==> src/nbm_irq_pkg.sv <==
// ----------------------------------------------------------------------------
// nbm_irq_pkg
// Shared types, register decode keys and helper functions for the nibble
// bank mapper with interrupt down-counter.
// ----------------------------------------------------------------------------
package nbm_irq_pkg;

  // Bank slot counts
  localparam int unsigned CharSlots = 8;
  localparam int unsigned PrgSlots  = 3;

  // Widths
  localparam int unsigned BankW  = 8;
  localparam int unsigned CountW = 9;
  localparam int unsigned AddrW  = 16;

  // Reset value of the program bank count
  localparam logic [CountW-1:0] PrgCountReset = 9'd16;
  localparam logic [CountW-1:0] PrgCountMax   = 9'd256;

  // Item opcodes
  typedef enum logic [1:0] {
    OpWrite      = 2'd0,
    OpTick       = 2'd1,
    OpPrgLookup  = 2'd2,
    OpChrLookup  = 2'd3
  } opcode_e;

  // Counter width select codes
  typedef enum logic [1:0] {
    Width16 = 2'd0,
    Width12 = 2'd1,
    Width8  = 2'd2,
    Width4  = 2'd3
  } width_sel_e;

  // Register decode key: {address[15:12], address[1:0]}
  localparam logic [5:0] KeyPrg0Lo = {4'h8, 2'b00};
  localparam logic [5:0] KeyPrg0Hi = {4'h8, 2'b01};
  localparam logic [5:0] KeyPrg1Lo = {4'h8, 2'b10};
  localparam logic [5:0] KeyPrg1Hi = {4'h8, 2'b11};
  localparam logic [5:0] KeyPrg2Lo = {4'h9, 2'b00};
  localparam logic [5:0] KeyPrg2Hi = {4'h9, 2'b01};
  localparam logic [5:0] KeyLatch0 = {4'hE, 2'b00};
  localparam logic [5:0] KeyLatch1 = {4'hE, 2'b01};
  localparam logic [5:0] KeyLatch2 = {4'hE, 2'b10};
  localparam logic [5:0] KeyLatch3 = {4'hE, 2'b11};
  localparam logic [5:0] KeyReload = {4'hF, 2'b00};
  localparam logic [5:0] KeyCtrl   = {4'hF, 2'b01};
  localparam logic [5:0] KeyMirror = {4'hF, 2'b10};

  // Input item
  typedef struct packed {
    opcode_e          opcode;
    logic [AddrW-1:0] bus_address;
    logic [7:0]       write_data;
    logic [15:0]      elapsed_cycles;
  } in_item_t;

  // Result item
  typedef struct packed {
    logic             irq_line;
    logic [BankW-1:0] bank_number;
    logic [1:0]       mirror_mode;
  } out_item_t;

  // Replace one nibble of a bank byte
  function automatic logic [7:0] put_half(input logic [7:0] cur, input logic [3:0] nib,
                                          input logic high);
    logic [7:0] res;
    if (high) begin
      res = {nib, cur[3:0]};
    end else begin
      res = {cur[7:4], nib};
    end
    return res;
  endfunction

  // Active counter bits for a width code
  function automatic logic [15:0] width_mask(input width_sel_e sel);
    logic [15:0] m;
    case (sel)
      Width16: m = 16'hFFFF;
      Width12: m = 16'h0FFF;
      Width8:  m = 16'h00FF;
      Width4:  m = 16'h000F;
      default: m = 16'hFFFF;
    endcase
    return m;
  endfunction

  // Four restoring remainder steps; rem_in < div, div in 1..256
  function automatic logic [7:0] mod_step4(input logic [7:0] rem_in, input logic [3:0] bits,
                                           input logic [CountW-1:0] div);
    logic [CountW-1:0] r;
    r = {1'b0, rem_in};
    for (int i = 3; i >= 0; i--) begin
      r = {r[7:0], bits[i]};
      if (r >= div) begin
        r = r - div;
      end
    end
    return r[7:0];
  endfunction

endpackage

==> src/nibble_bank_mapper_irq_counter.sv <==
// ----------------------------------------------------------------------------
// nibble_bank_mapper_irq_counter
// Bank mapper with nibble-wide bank registers, reload latch, mirroring and
// an interrupt down-counter of selectable width; answers bank lookups.
// ----------------------------------------------------------------------------
// Stages: capture, then high and low remainder nibble, between accept and
// result valid. Throughput: one item per cycle while the output is not
// stalled; state is updated in the accept cycle. The program bank modulo
// runs as a two-stage restoring remainder pipe (four steps per stage).
// Reset: async active low; all bank registers, latch, counter and control
// clear, program bank count returns to 16.
module nibble_bank_mapper_irq_counter
  import nbm_irq_pkg::*;
(
  input  logic              clk_i,
  input  logic              rst_ni,
  input  logic              cfg_we_i,
  input  logic [CountW-1:0] cfg_wdata_i,
  input  logic              in_valid_i,
  output logic              in_ready_o,
  input  in_item_t          in_data_i,
  output logic              out_valid_o,
  input  logic              out_ready_i,
  output out_item_t         out_data_o
);

  // Mapper state
  logic [CountW-1:0] prg_count_q;
  logic [BankW-1:0]  prg_banks_q [PrgSlots];
  logic [BankW-1:0]  prg_banks_d [PrgSlots];
  logic [BankW-1:0]  chr_banks_q [CharSlots];
  logic [BankW-1:0]  chr_banks_d [CharSlots];
  logic [1:0]        mirroring_q, mirroring_d;
  logic [15:0]       reload_latch_q, reload_latch_d;
  logic [15:0]       down_counter_q, down_counter_d;
  width_sel_e        width_sel_q, width_sel_d;
  logic              count_en_q, count_en_d;
  logic              irq_pending_q, irq_pending_d;

  // Pipeline stages
  logic              v1_q, v2_q, v3_q;
  logic              rdy1, rdy2, rdy3;
  logic              in_accept;
  logic              s1_irq_q, s2_irq_q;
  logic [1:0]        s1_mirror_q, s2_mirror_q;
  logic [BankW-1:0]  s1_bank_q;
  logic [CountW-1:0] s1_div_q, s2_div_q;
  logic [7:0]        s2_rem_q;
  logic [3:0]        s2_low_q;
  out_item_t         s3_q;

  // Decode helpers
  logic [3:0]        nib;
  logic [3:0]        group;
  logic [5:0]        wr_key;
  logic              wr_high;
  logic [2:0]        chr_wr_idx;
  logic [15:0]       mask;
  logic [15:0]       active;
  logic [15:0]       cnt_next;
  logic [CountW-1:0] eff_count;
  logic [BankW-1:0]  bank_raw;
  logic [CountW-1:0] div_d;
  logic [AddrW-1:0]  addr;

  // Handshake: each stage moves when empty or when the next one moves
  assign rdy3       = ~v3_q | out_ready_i;
  assign rdy2       = ~v2_q | rdy3;
  assign rdy1       = ~v1_q | rdy2;
  assign in_ready_o = rdy1;
  assign in_accept  = in_valid_i & rdy1;

  assign addr       = in_data_i.bus_address;
  assign nib        = in_data_i.write_data[3:0];
  assign group      = addr[15:12];
  assign wr_key     = {addr[15:12], addr[1:0]};
  assign wr_high    = addr[0];
  // character slot: (group - 0xA) * 2 + A1
  assign chr_wr_idx = {group[1:0] ^ 2'b10, addr[1]};

  // Tick arithmetic on the active counter bits
  assign mask     = width_mask(width_sel_q);
  assign active   = down_counter_q & mask;
  assign cnt_next = (active - in_data_i.elapsed_cycles) & mask;

  // Program bank count clamped to 1..256
  always_comb begin
    if (prg_count_q == '0) begin
      eff_count = CountW'(1);
    end else if (prg_count_q > PrgCountMax) begin
      eff_count = PrgCountMax;
    end else begin
      eff_count = prg_count_q;
    end
  end

  // State update for writes and ticks
  always_comb begin
    prg_banks_d    = prg_banks_q;
    chr_banks_d    = chr_banks_q;
    mirroring_d    = mirroring_q;
    reload_latch_d = reload_latch_q;
    down_counter_d = down_counter_q;
    width_sel_d    = width_sel_q;
    count_en_d     = count_en_q;
    irq_pending_d  = irq_pending_q;
    if (in_accept && in_data_i.opcode == OpWrite) begin
      if (group >= 4'hA && group <= 4'hD) begin
        chr_banks_d[chr_wr_idx] = put_half(chr_banks_q[chr_wr_idx], nib, wr_high);
      end else begin
        case (wr_key)
          KeyPrg0Lo, KeyPrg0Hi: begin
            prg_banks_d[0] = put_half(prg_banks_q[0], nib, wr_high);
          end
          KeyPrg1Lo, KeyPrg1Hi: begin
            prg_banks_d[1] = put_half(prg_banks_q[1], nib, wr_high);
          end
          KeyPrg2Lo, KeyPrg2Hi: begin
            prg_banks_d[2] = put_half(prg_banks_q[2], nib, wr_high);
          end
          KeyLatch0: reload_latch_d[3:0]   = nib;
          KeyLatch1: reload_latch_d[7:4]   = nib;
          KeyLatch2: reload_latch_d[11:8]  = nib;
          KeyLatch3: reload_latch_d[15:12] = nib;
          KeyReload: begin
            down_counter_d = reload_latch_q;
            irq_pending_d  = 1'b0;
          end
          KeyCtrl: begin
            irq_pending_d = 1'b0;
            count_en_d    = nib[0];
            if (nib[3]) begin
              width_sel_d = Width4;
            end else if (nib[2]) begin
              width_sel_d = Width8;
            end else if (nib[1]) begin
              width_sel_d = Width12;
            end else begin
              width_sel_d = Width16;
            end
          end
          KeyMirror: mirroring_d = nib[1:0];
          default: ;
        endcase
      end
    end else if (in_accept && in_data_i.opcode == OpTick && count_en_q) begin
      if ({1'b0, in_data_i.elapsed_cycles} > {1'b0, active}) begin
        irq_pending_d = 1'b1;
      end
      down_counter_d = (down_counter_q & ~mask) | cnt_next;
    end
  end

  // Lookup: raw bank and divisor; 256 leaves the bank unchanged
  always_comb begin
    bank_raw = '0;
    div_d    = PrgCountMax;
    case (in_data_i.opcode)
      OpPrgLookup: begin
        if (!addr[15]) begin
          bank_raw = '0;
        end else if (addr[15:13] == 3'b111) begin
          bank_raw = BankW'(eff_count - CountW'(1));
        end else begin
          div_d = eff_count;
          case (addr[14:13])
            2'd0:    bank_raw = prg_banks_q[0];
            2'd1:    bank_raw = prg_banks_q[1];
            default: bank_raw = prg_banks_q[2];
          endcase
        end
      end
      OpChrLookup: begin
        if (addr[13]) begin
          bank_raw = '0;
        end else begin
          bank_raw = chr_banks_q[addr[12:10]];
        end
      end
      default: bank_raw = '0;
    endcase
  end

  // Configuration and mapper state registers
  always_ff @(posedge clk_i or negedge rst_ni) begin
    if (!rst_ni) begin
      prg_count_q    <= PrgCountReset;
      mirroring_q    <= '0;
      reload_latch_q <= '0;
      down_counter_q <= '0;
      width_sel_q    <= Width16;
      count_en_q     <= 1'b0;
      irq_pending_q  <= 1'b0;
      for (int i = 0; i < PrgSlots; i++) begin
        prg_banks_q[i] <= '0;
      end
      for (int i = 0; i < CharSlots; i++) begin
        chr_banks_q[i] <= '0;
      end
    end else begin
      if (cfg_we_i) begin
        prg_count_q <= cfg_wdata_i;
      end
      mirroring_q    <= mirroring_d;
      reload_latch_q <= reload_latch_d;
      down_counter_q <= down_counter_d;
      width_sel_q    <= width_sel_d;
      count_en_q     <= count_en_d;
      irq_pending_q  <= irq_pending_d;
      prg_banks_q    <= prg_banks_d;
      chr_banks_q    <= chr_banks_d;
    end
  end

  // Stage valid bits
  always_ff @(posedge clk_i or negedge rst_ni) begin
    if (!rst_ni) begin
      v1_q <= 1'b0;
      v2_q <= 1'b0;
      v3_q <= 1'b0;
    end else begin
      if (rdy1) begin
        v1_q <= in_accept;
      end
      if (rdy2) begin
        v2_q <= v1_q;
      end
      if (rdy3) begin
        v3_q <= v2_q;
      end
    end
  end

  // Stage payloads: capture, high remainder nibble, low remainder nibble
  always_ff @(posedge clk_i) begin
    if (rdy1) begin
      s1_irq_q    <= irq_pending_d;
      s1_mirror_q <= mirroring_d;
      s1_bank_q   <= bank_raw;
      s1_div_q    <= div_d;
    end
    if (rdy2) begin
      s2_irq_q    <= s1_irq_q;
      s2_mirror_q <= s1_mirror_q;
      s2_rem_q    <= mod_step4(8'd0, s1_bank_q[7:4], s1_div_q);
      s2_low_q    <= s1_bank_q[3:0];
      s2_div_q    <= s1_div_q;
    end
    if (rdy3) begin
      s3_q.irq_line    <= s2_irq_q;
      s3_q.mirror_mode <= s2_mirror_q;
      s3_q.bank_number <= mod_step4(s2_rem_q, s2_low_q, s2_div_q);
    end
  end

  assign out_valid_o = v3_q;
  assign out_data_o  = s3_q;

  // Checks
  a_reload_clears_irq: assert property (@(posedge clk_i) disable iff (!rst_ni)
    in_accept && in_data_i.opcode == OpWrite && wr_key == KeyReload |=> !irq_pending_q)
    else $error("irq still pending after counter reload");

  a_tick_disabled_holds: assert property (@(posedge clk_i) disable iff (!rst_ni)
    in_accept && in_data_i.opcode == OpTick && !count_en_q |=> $stable(down_counter_q))
    else $error("counter moved while disabled");

  a_tick_upper_kept: assert property (@(posedge clk_i) disable iff (!rst_ni)
    in_accept && in_data_i.opcode == OpTick && width_sel_q == Width4
    |=> down_counter_q[15:4] == $past(down_counter_q[15:4]))
    else $error("counter bits above active width changed");

  a_partial_rem_bound: assert property (@(posedge clk_i) disable iff (!rst_ni)
    v2_q |-> ({1'b0, s2_rem_q} < s2_div_q))
    else $error("partial remainder not below divisor");

endmodule
==> config.mk <==
export PLATFORM = sky130hd
export DESIGN_NAME = nibble_bank_mapper_irq_counter
export DESIGN_NICKNAME = d
export VERILOG_FILES = /design/src/nbm_irq_pkg.sv /design/src/nibble_bank_mapper_irq_counter.sv
export SDC_FILE = /design/constraint.sdc
export NUM_CORES = 1
export LEC_CHECK = 0
export BUFFER_PORTS_ARGS = -buffer_cell sky130_fd_sc_hd__buf_2
export CORE_ASPECT_RATIO = 1.1
export CORE_MARGIN = 4
export CORE_UTILIZATION = 25
export DETAILED_ROUTE_END_ITERATION = 6
export GPL_TIMING_DRIVEN = 1
export PLACE_DENSITY = 0.39
export SYNTH_ARGS = -nofsm -noshare
export SYNTH_HDL_FRONTEND = slang
export SYNTH_SLANG_ARGS = --single-unit
export TNS_END_PERCENT = 30
==> constraint.sdc <==
create_clock -name clk_i -period 8.48 [get_ports clk_i]
set_clock_uncertainty 0.1 [all_clocks]
set_input_delay 0.848 -clock clk_i [delete_from_list [all_inputs] [get_ports clk_i]]
set_output_delay 0.848 -clock clk_i [all_outputs]
set_load 0.005 [all_outputs]
# Yosys cells after proc, flatten, opt, wreduce, memory -nomap -nowiden
# Cells that the tools add are included.
# classes
addsub	10
magnitude_cmp	15
eq_ne	23
muxes	49
bitwise	19
reduce_logical	28
# op_table
op	n
8-bit 2-to-1 mux	25
6-bit == test (second input constant)	13
64-bit bitwise mux	1
16-bit 2-to-1 mux	4
16-bit one-hot mux with 4 select lines	1
9-bit greater-or-equal comparator	7
8-bit subtractor	7
16-bit AND	3
8-bit binary-select mux with 3-bit select	2
8-bit one-hot mux with 2 select lines	2
8-bit demux with 3-bit select	1
4-bit AND reduction	6
9-bit 2-to-1 mux	2
3-bit AND reduction	6
16-bit greater-than comparator	1
16-bit NOT	1
16-bit OR	1
16-bit subtractor	1
4-bit greater-or-equal comparator (second input constant)	3
2-bit 2-to-1 mux	5
1-bit by 9-bit greater-or-equal comparator with 1-bit output	1
9-bit greater-than comparator (second input constant)	1
9-bit zero test	1
2-bit == test (second input constant)	4
19 further kinds	45
# word_totals
regBits	193
in_bits	56
out_inout_bits	13

# Depth between registers and ports, before layout
# depth
depth_word	12
ltp_mapped	33
depth_no_buf	32

# Worst setup path after synthesis
# OpenSTA, ideal clock, no wires.
# synth_timing
path_type	flip-flop to flip-flop
startpoint	reg s2_div_q[1]
endpoint	reg s3_q (netlist bit out_data_o[6]), data pin
setup_time_ns	0.261
arrival_ns	7.164
required_ns	8.119
path_slack_ns	0.956
path_stages_with_launch	28
period_less_slack_ns	7.524
path_cell_list	edfxtp_1 -> inv_1 -> ha_1 -> nor2b_1 -> o31ai_2 -> a21oi_1 -> o41ai_4 -> mux2_2 -> ha_1 -> o21ai_1 -> nor2_1 -> a211oi_1 -> mux2i_1 -> ha_1 -> nand3_1 -> o21ai_1 -> o31ai_1 -> a21oi_1 -> mux2_2 -> ha_1 -> o21a_1 -> o31a_1 -> o21ai_1 -> a21oi_1 -> a31o_2 -> clkbuf_1 -> nor2_1 -> a221o_1
# synth_between
elab_chain_cells	11
elab_cells_between_ends	15
# synth_lines
element	line	text
start, declared	nibble_bank_mapper_irq_counter.sv:47	logic [CountW-1:0] s1_div_q, s2_div_q;
start signal, assigned	nibble_bank_mapper_irq_counter.sv:247	s2_div_q <= s1_div_q;
8-bit subtractor or 9-bit greater-or-equal comparator (tied branches)	nbm_irq_pkg.sv:100, nbm_irq_pkg.sv:99	
8-bit 2-to-1 mux	nbm_irq_pkg.sv:99	if (r >= div) begin
8-bit 2-to-1 mux	nibble_bank_mapper_irq_counter.sv:249	if (rdy3) begin
8-bit subtractor or 9-bit greater-or-equal comparator (tied branches)	nbm_irq_pkg.sv:100, nbm_irq_pkg.sv:99	
8-bit 2-to-1 mux	nbm_irq_pkg.sv:99	
8-bit 2-to-1 mux	nibble_bank_mapper_irq_counter.sv:249	
8-bit subtractor or 9-bit greater-or-equal comparator (tied branches)	nbm_irq_pkg.sv:100, nbm_irq_pkg.sv:99	
8-bit 2-to-1 mux	nbm_irq_pkg.sv:99	
8-bit 2-to-1 mux	nibble_bank_mapper_irq_counter.sv:249	
8-bit subtractor or 9-bit greater-or-equal comparator (tied branches)	nbm_irq_pkg.sv:100, nbm_irq_pkg.sv:99	
8-bit 2-to-1 mux (*)	nbm_irq_pkg.sv:99	
end, declared	nibble_bank_mapper_irq_counter.sv:50	out_item_t s3_q;
# Mark *: on every way between the ends. The rest lies on a longest branch, timed or not. The select of a mux whose other input is x is not followed.
# A chain may end at the register's enable or synchronous reset.

# Worst setup path after layout
# layout_timing
startpoint	reg s1_bank_q[7]
endpoint	reg s2_rem_q[7], data pin
# layout_between
elab_chain_cells	11
elab_cells_between_ends	15
# layout_lines
element	line	text
start, declared	nibble_bank_mapper_irq_counter.sv:46	logic [BankW-1:0] s1_bank_q;
start signal, assigned	nibble_bank_mapper_irq_counter.sv:239	s1_bank_q <= bank_raw;
1-bit by 8-bit subtractor with 8-bit output or 1-bit by 9-bit greater-or-equal comparator with 1-bit output (tied branches)	nbm_irq_pkg.sv:100, nbm_irq_pkg.sv:99	
8-bit 2-to-1 mux (*)	nbm_irq_pkg.sv:99	
8-bit 2-to-1 mux (*)	nibble_bank_mapper_irq_counter.sv:242	if (rdy2) begin
8-bit subtractor or 9-bit greater-or-equal comparator (tied branches)	nbm_irq_pkg.sv:100, nbm_irq_pkg.sv:99	
8-bit 2-to-1 mux (*)	nbm_irq_pkg.sv:99	
8-bit 2-to-1 mux (*)	nibble_bank_mapper_irq_counter.sv:242	
8-bit subtractor or 9-bit greater-or-equal comparator (tied branches)	nbm_irq_pkg.sv:100, nbm_irq_pkg.sv:99	
8-bit 2-to-1 mux (*)	nbm_irq_pkg.sv:99	
8-bit 2-to-1 mux (*)	nibble_bank_mapper_irq_counter.sv:242	
8-bit subtractor or 9-bit greater-or-equal comparator (tied branches)	nbm_irq_pkg.sv:100, nbm_irq_pkg.sv:99	
8-bit 2-to-1 mux (*)	nbm_irq_pkg.sv:99	
end signal, assigned	nibble_bank_mapper_irq_counter.sv:245	s2_rem_q <= mod_step4(8'd0, s1_bank_q[7:4], s1_div_q);
end, declared	nibble_bank_mapper_irq_counter.sv:48	logic [7:0] s2_rem_q;
# Marks and branches as above.

==> summary.txt <==
Critical path
  • Cell type of the slowest stage on the worst timing path: sky130_fd_sc_hd__a21oi_1
  • CP Data Required Time: 8.57 ns
  • Critical-path maximum fanout: 9
  • Largest incremental delay on the critical path: 0.69 ns
  • Critical register-to-register path startpoint: s1_bank_q[7]$_SDFFCE_PN0N_
  • Crit path from: s1_bank_q[7]$_SDFFCE_PN0N_
  • Type of element capturing the critical path: register
  • Arrival time at the worst endpoint: 8.07 ns
  • Worst setup path class: reg -> reg
  • Type of element launching the critical path: register

Timing
  • Slew Limit Headroom: 0.419
  • Unrepaired setup endpoints after global routing: false
  • Count of final setup violators: 0
  • Total count of hold-check failures in the final report: 0
  • Min setup slack post-route: 0.497 ns
  • Min cycle time layout: 7.98 ns
  • Max Freq: 125 MHz
  • Least-Margin Pin Slew: 0.871 ns
  • Total count of max-transition violations in the final report: 0
  • Tcrit/Tclk final: 0.941
  • Total negative setup slack: 0 ns

Synthesis
  • Number of distinct library cells after synthesis: 76
  • Net count after synthesis: 1,347
  • Total number of yosys warnings: 0
  • Mean instance size in the synthesized netlist: 10.6 um^2
  • Cell area after technology mapping: 12,700 um^2
  • Dominant cells by area after synthesis: sky130_fd_sc_hd__dfrtp_1 (27%), sky130_fd_sc_hd__edfxtp_1 (13%), sky130_fd_sc_hd__mux2_2 (11%)
  • Sequential-to-total area share from yosys stat: 0.401
  • Proportion of register bits with asynchronous set or reset after synthesis: 0.715
  • Gate Count Post-Synth: 1,201
  • Top flip-flop cell by instance count after synthesis: sky130_fd_sc_hd__dfrtp_1
  • Library cell occupying the most area in the post-synthesis netlist: sky130_fd_sc_hd__dfrtp_1
  • Proportion of netlist area held by the largest area contributor: 0.269
  • Count of flip-flops with a built-in enable after synthesis: 55
  • Number of register bits inferred by synthesis: 193

Route
  • Routed WL: 33.4 mm
  • Avg WL per Cell: 17.3 um
  • Total via count after detailed routing: 9,210
  • Post-route DRC violation count: 0
  • Detail Route Antenna Nets: 0
  • Initial DRC Count: 413
  • Vias per cell: 4.77
  • Length of the first detailed-routing pass in iterations: 4

Floorplanning
  • Starting utilization of the core area: 0.253
  • Total core area: 50,300 um^2
  • Die Ht: 245 um
  • Top Ports: 69
  • Die Footprint: 54,600 um^2
  • Number of placement rows: 86
  • Die W: 223 um

GRT
  • Tot GR Track Use: 0.124
  • Number of global-route vias before repair: 9,513
  • First-pass GRT wire length: 54.0 mm
  • Top Usage Layer GRT: met2
  • Met3 track utilization from global routing: 0.0228
  • Pin count of the biggest net entering global routing: 74
  • Global-route track usage on met2: 0.214
  • Overflow left after global routing: 0
  • Number of antenna violations at the first check in global routing: 2
  • Global-route track usage on met1: 0.166

Clocking
  • CTS hold repair buffers: 0
  • Post-CTS setup buffers: 0
  • Clock tree from TritonCTS: built
  • Cell at the root of the clock tree: sky130_fd_sc_hd__clkbuf_16
  • Number of clock sinks seen by CTS: 193
  • Clock slew seen by the registers of the worst setup and hold paths: 0.07 ns
  • Maximum level of the CTS H-tree: 4
  • Number of buffers created by CTS: 17
  • PostCTS Resize Cnt: 0
  • Number of buffers between clock root and the deepest sink: 2
  • Clock latency at the later pin of the worst-skew pair: 0.45 ns

Cells and area
  • Post-route cell area: 14,400 um^2
  • Commonest cells after routing, fill and taps aside: sky130_fd_sc_hd__dfrtp_1 (137), sky130_fd_sc_hd__mux2_2 (125), sky130_fd_sc_hd__nor2_1 (95)
  • Number of nets in the layout: 1,403
  • Leading cell type in the layout, fill and taps excluded: sky130_fd_sc_hd__dfrtp_1
  • Layout cells sized above 1: 0.214
  • Area added between synthesis and finish: 13.1%

Pwr
  • Peak supply drop: 124 uV
  • Pwr per Cell Area: 239 nW/um^2
  • Leakage Power: 6.42 nW

Placed design
  • Half-perimeter wire length of the detailed placement result: 24.8 mm
  • # port buffers: 56
  • Post-detailed-placement cell area: 13,800 um^2
  • Setup Slack @ Placement: 0.442 ns
  • Global placement routability congestion: 0.777

Job
  • Max capacitance violation total: 0

Hold path
  • Min-delay worst type: in -> async

Run status
  • Outcome: finished, final reports clean
-- layout make-up --
| cell class | count | area (um^2) |
|---|---|---|
| Fill cell | 5196 | 35800 |
| Multi-Input combinational cell | 904 | 7240 |
| Sequential cell | 193 | 5110 |
| Tap cell | 660 | 826 |
| Clock buffer | 21 | 492 |
| Timing Repair Buffer | 69 | 384 |
| Inverter | 72 | 270 |
| Clock inverter | 11 | 91.3 |
| Antenna cell | 1 | 2.50 |
-- power breakdown --
part	switching [mW]	internal (mW)
clock	0.382	0.423
combinational	0.813	0.687
sequential	0.0545	1.08
total	1.25	2.19
-- critical path, delay by kind of cell (launching register included) --
| family | cells | cell delay [ns] |
|---|---|---|
| AO/OA/AOI/OAI | 12 | 3.80 |
| multiplexers | 3 | 1.25 |
| adder cells (fa/ha/maj) | 4 | 1.11 |
| AND/OR/NAND/NOR | 4 | 0.80 |
| flip-flops | 1 | 0.42 |
| buffers and inverters | 3 | 0.26 |
-- worst paths after layout --
| kind | slack [ns] | end | cells past startpoint |
|---|---|---|---|
| max | 0.50 | s2_rem_q[7]$_DFFE_PP_ | 26 |
| min | 0.30 | down_counter_q[1]$_DFFE_PN0P_ | 1 |
| max reg2reg | 0.50 | s2_rem_q[7]$_DFFE_PP_ | 26 |
| min reg2reg | 0.32 | out_data_o[1]$_DFFE_PP_ | 0 |
| max in group asynchronous | 6.55 | prg_count_q[6]$_DFFE_PN0P_ | 2 |
| min in group clk_i | 0.32 | out_data_o[1]$_DFFE_PP_ | 0 |
-- synth_stat cells (20+ instances only) --
library cell               number
sky130_fd_sc_hd__nor3_1        21
sky130_fd_sc_hd__edfxtp_1      55
sky130_fd_sc_hd__nand2_1       71
sky130_fd_sc_hd__nand3_1       20
sky130_fd_sc_hd__xnor2_1       23
sky130_fd_sc_hd__nor2b_1       22
sky130_fd_sc_hd__clkbuf_1      23
sky130_fd_sc_hd__inv_1         72
sky130_fd_sc_hd__o21ai_0       65
sky130_fd_sc_hd__nor2_1        95
sky130_fd_sc_hd__ha_1          82
sky130_fd_sc_hd__dfrtp_1      137
sky130_fd_sc_hd__mux2_2       125
sky130_fd_sc_hd__o21a_1        24
sky130_fd_sc_hd__a21oi_1       72
sky130_fd_sc_hd__mux2i_1       28
sky130_fd_sc_hd__mux4_2        28
-- state kept, by name, summed over array words and instances, names as in the netlist, 4 cells and up, named ones only --
signal / cells
s2_div_q: 9
s2_rem_q: 8
s1_div_q: 9
out_data_o: 11
s2_low_q: 4
down_counter_q: 4
chr_banks_q: 64
prg_count_q: 9
s1_bank_q: 8
prg_banks_q: 24
reload_latch_q: 16
-- stage by stage --
step                power (mW)  std cells   util  hold WS (ns)
detailed placement        2.67       1896  0.275         0.306
floorplan                 2.29       1201      -         0.300
CTS                       3.49       1928  0.286         0.317
finish                    3.44       1931  0.287         0.302
global placement          2.67       1896  0.275         0.304
global route              3.73       1930  0.287         0.324
-- cell families (layout without fill, tap and decap cells) --
family,Yosys count,in the layout,share of synthesized area
AOI/OAI and AO/OA,286,286,0.146
DFF,193,193,0.401
adders and majority gates,90,90,0.0931
buffers and inverters,104,173,0.0310
muxes,187,187,0.189
other,0,1,0
xor gates and xnor gates,37,37,0.0254
and+or+nand+nor,304,304,0.115
-- per-layer routing --
metal  vias up  wire length, um  part of all wire
met2        81            16800              0.50
met3        15              820             0.025
met4         2              197            0.0059
li1       4557                -                 -
met1      4555            15600              0.47
met5         -               13           0.00039
Power figures use the tool's default switching activity.
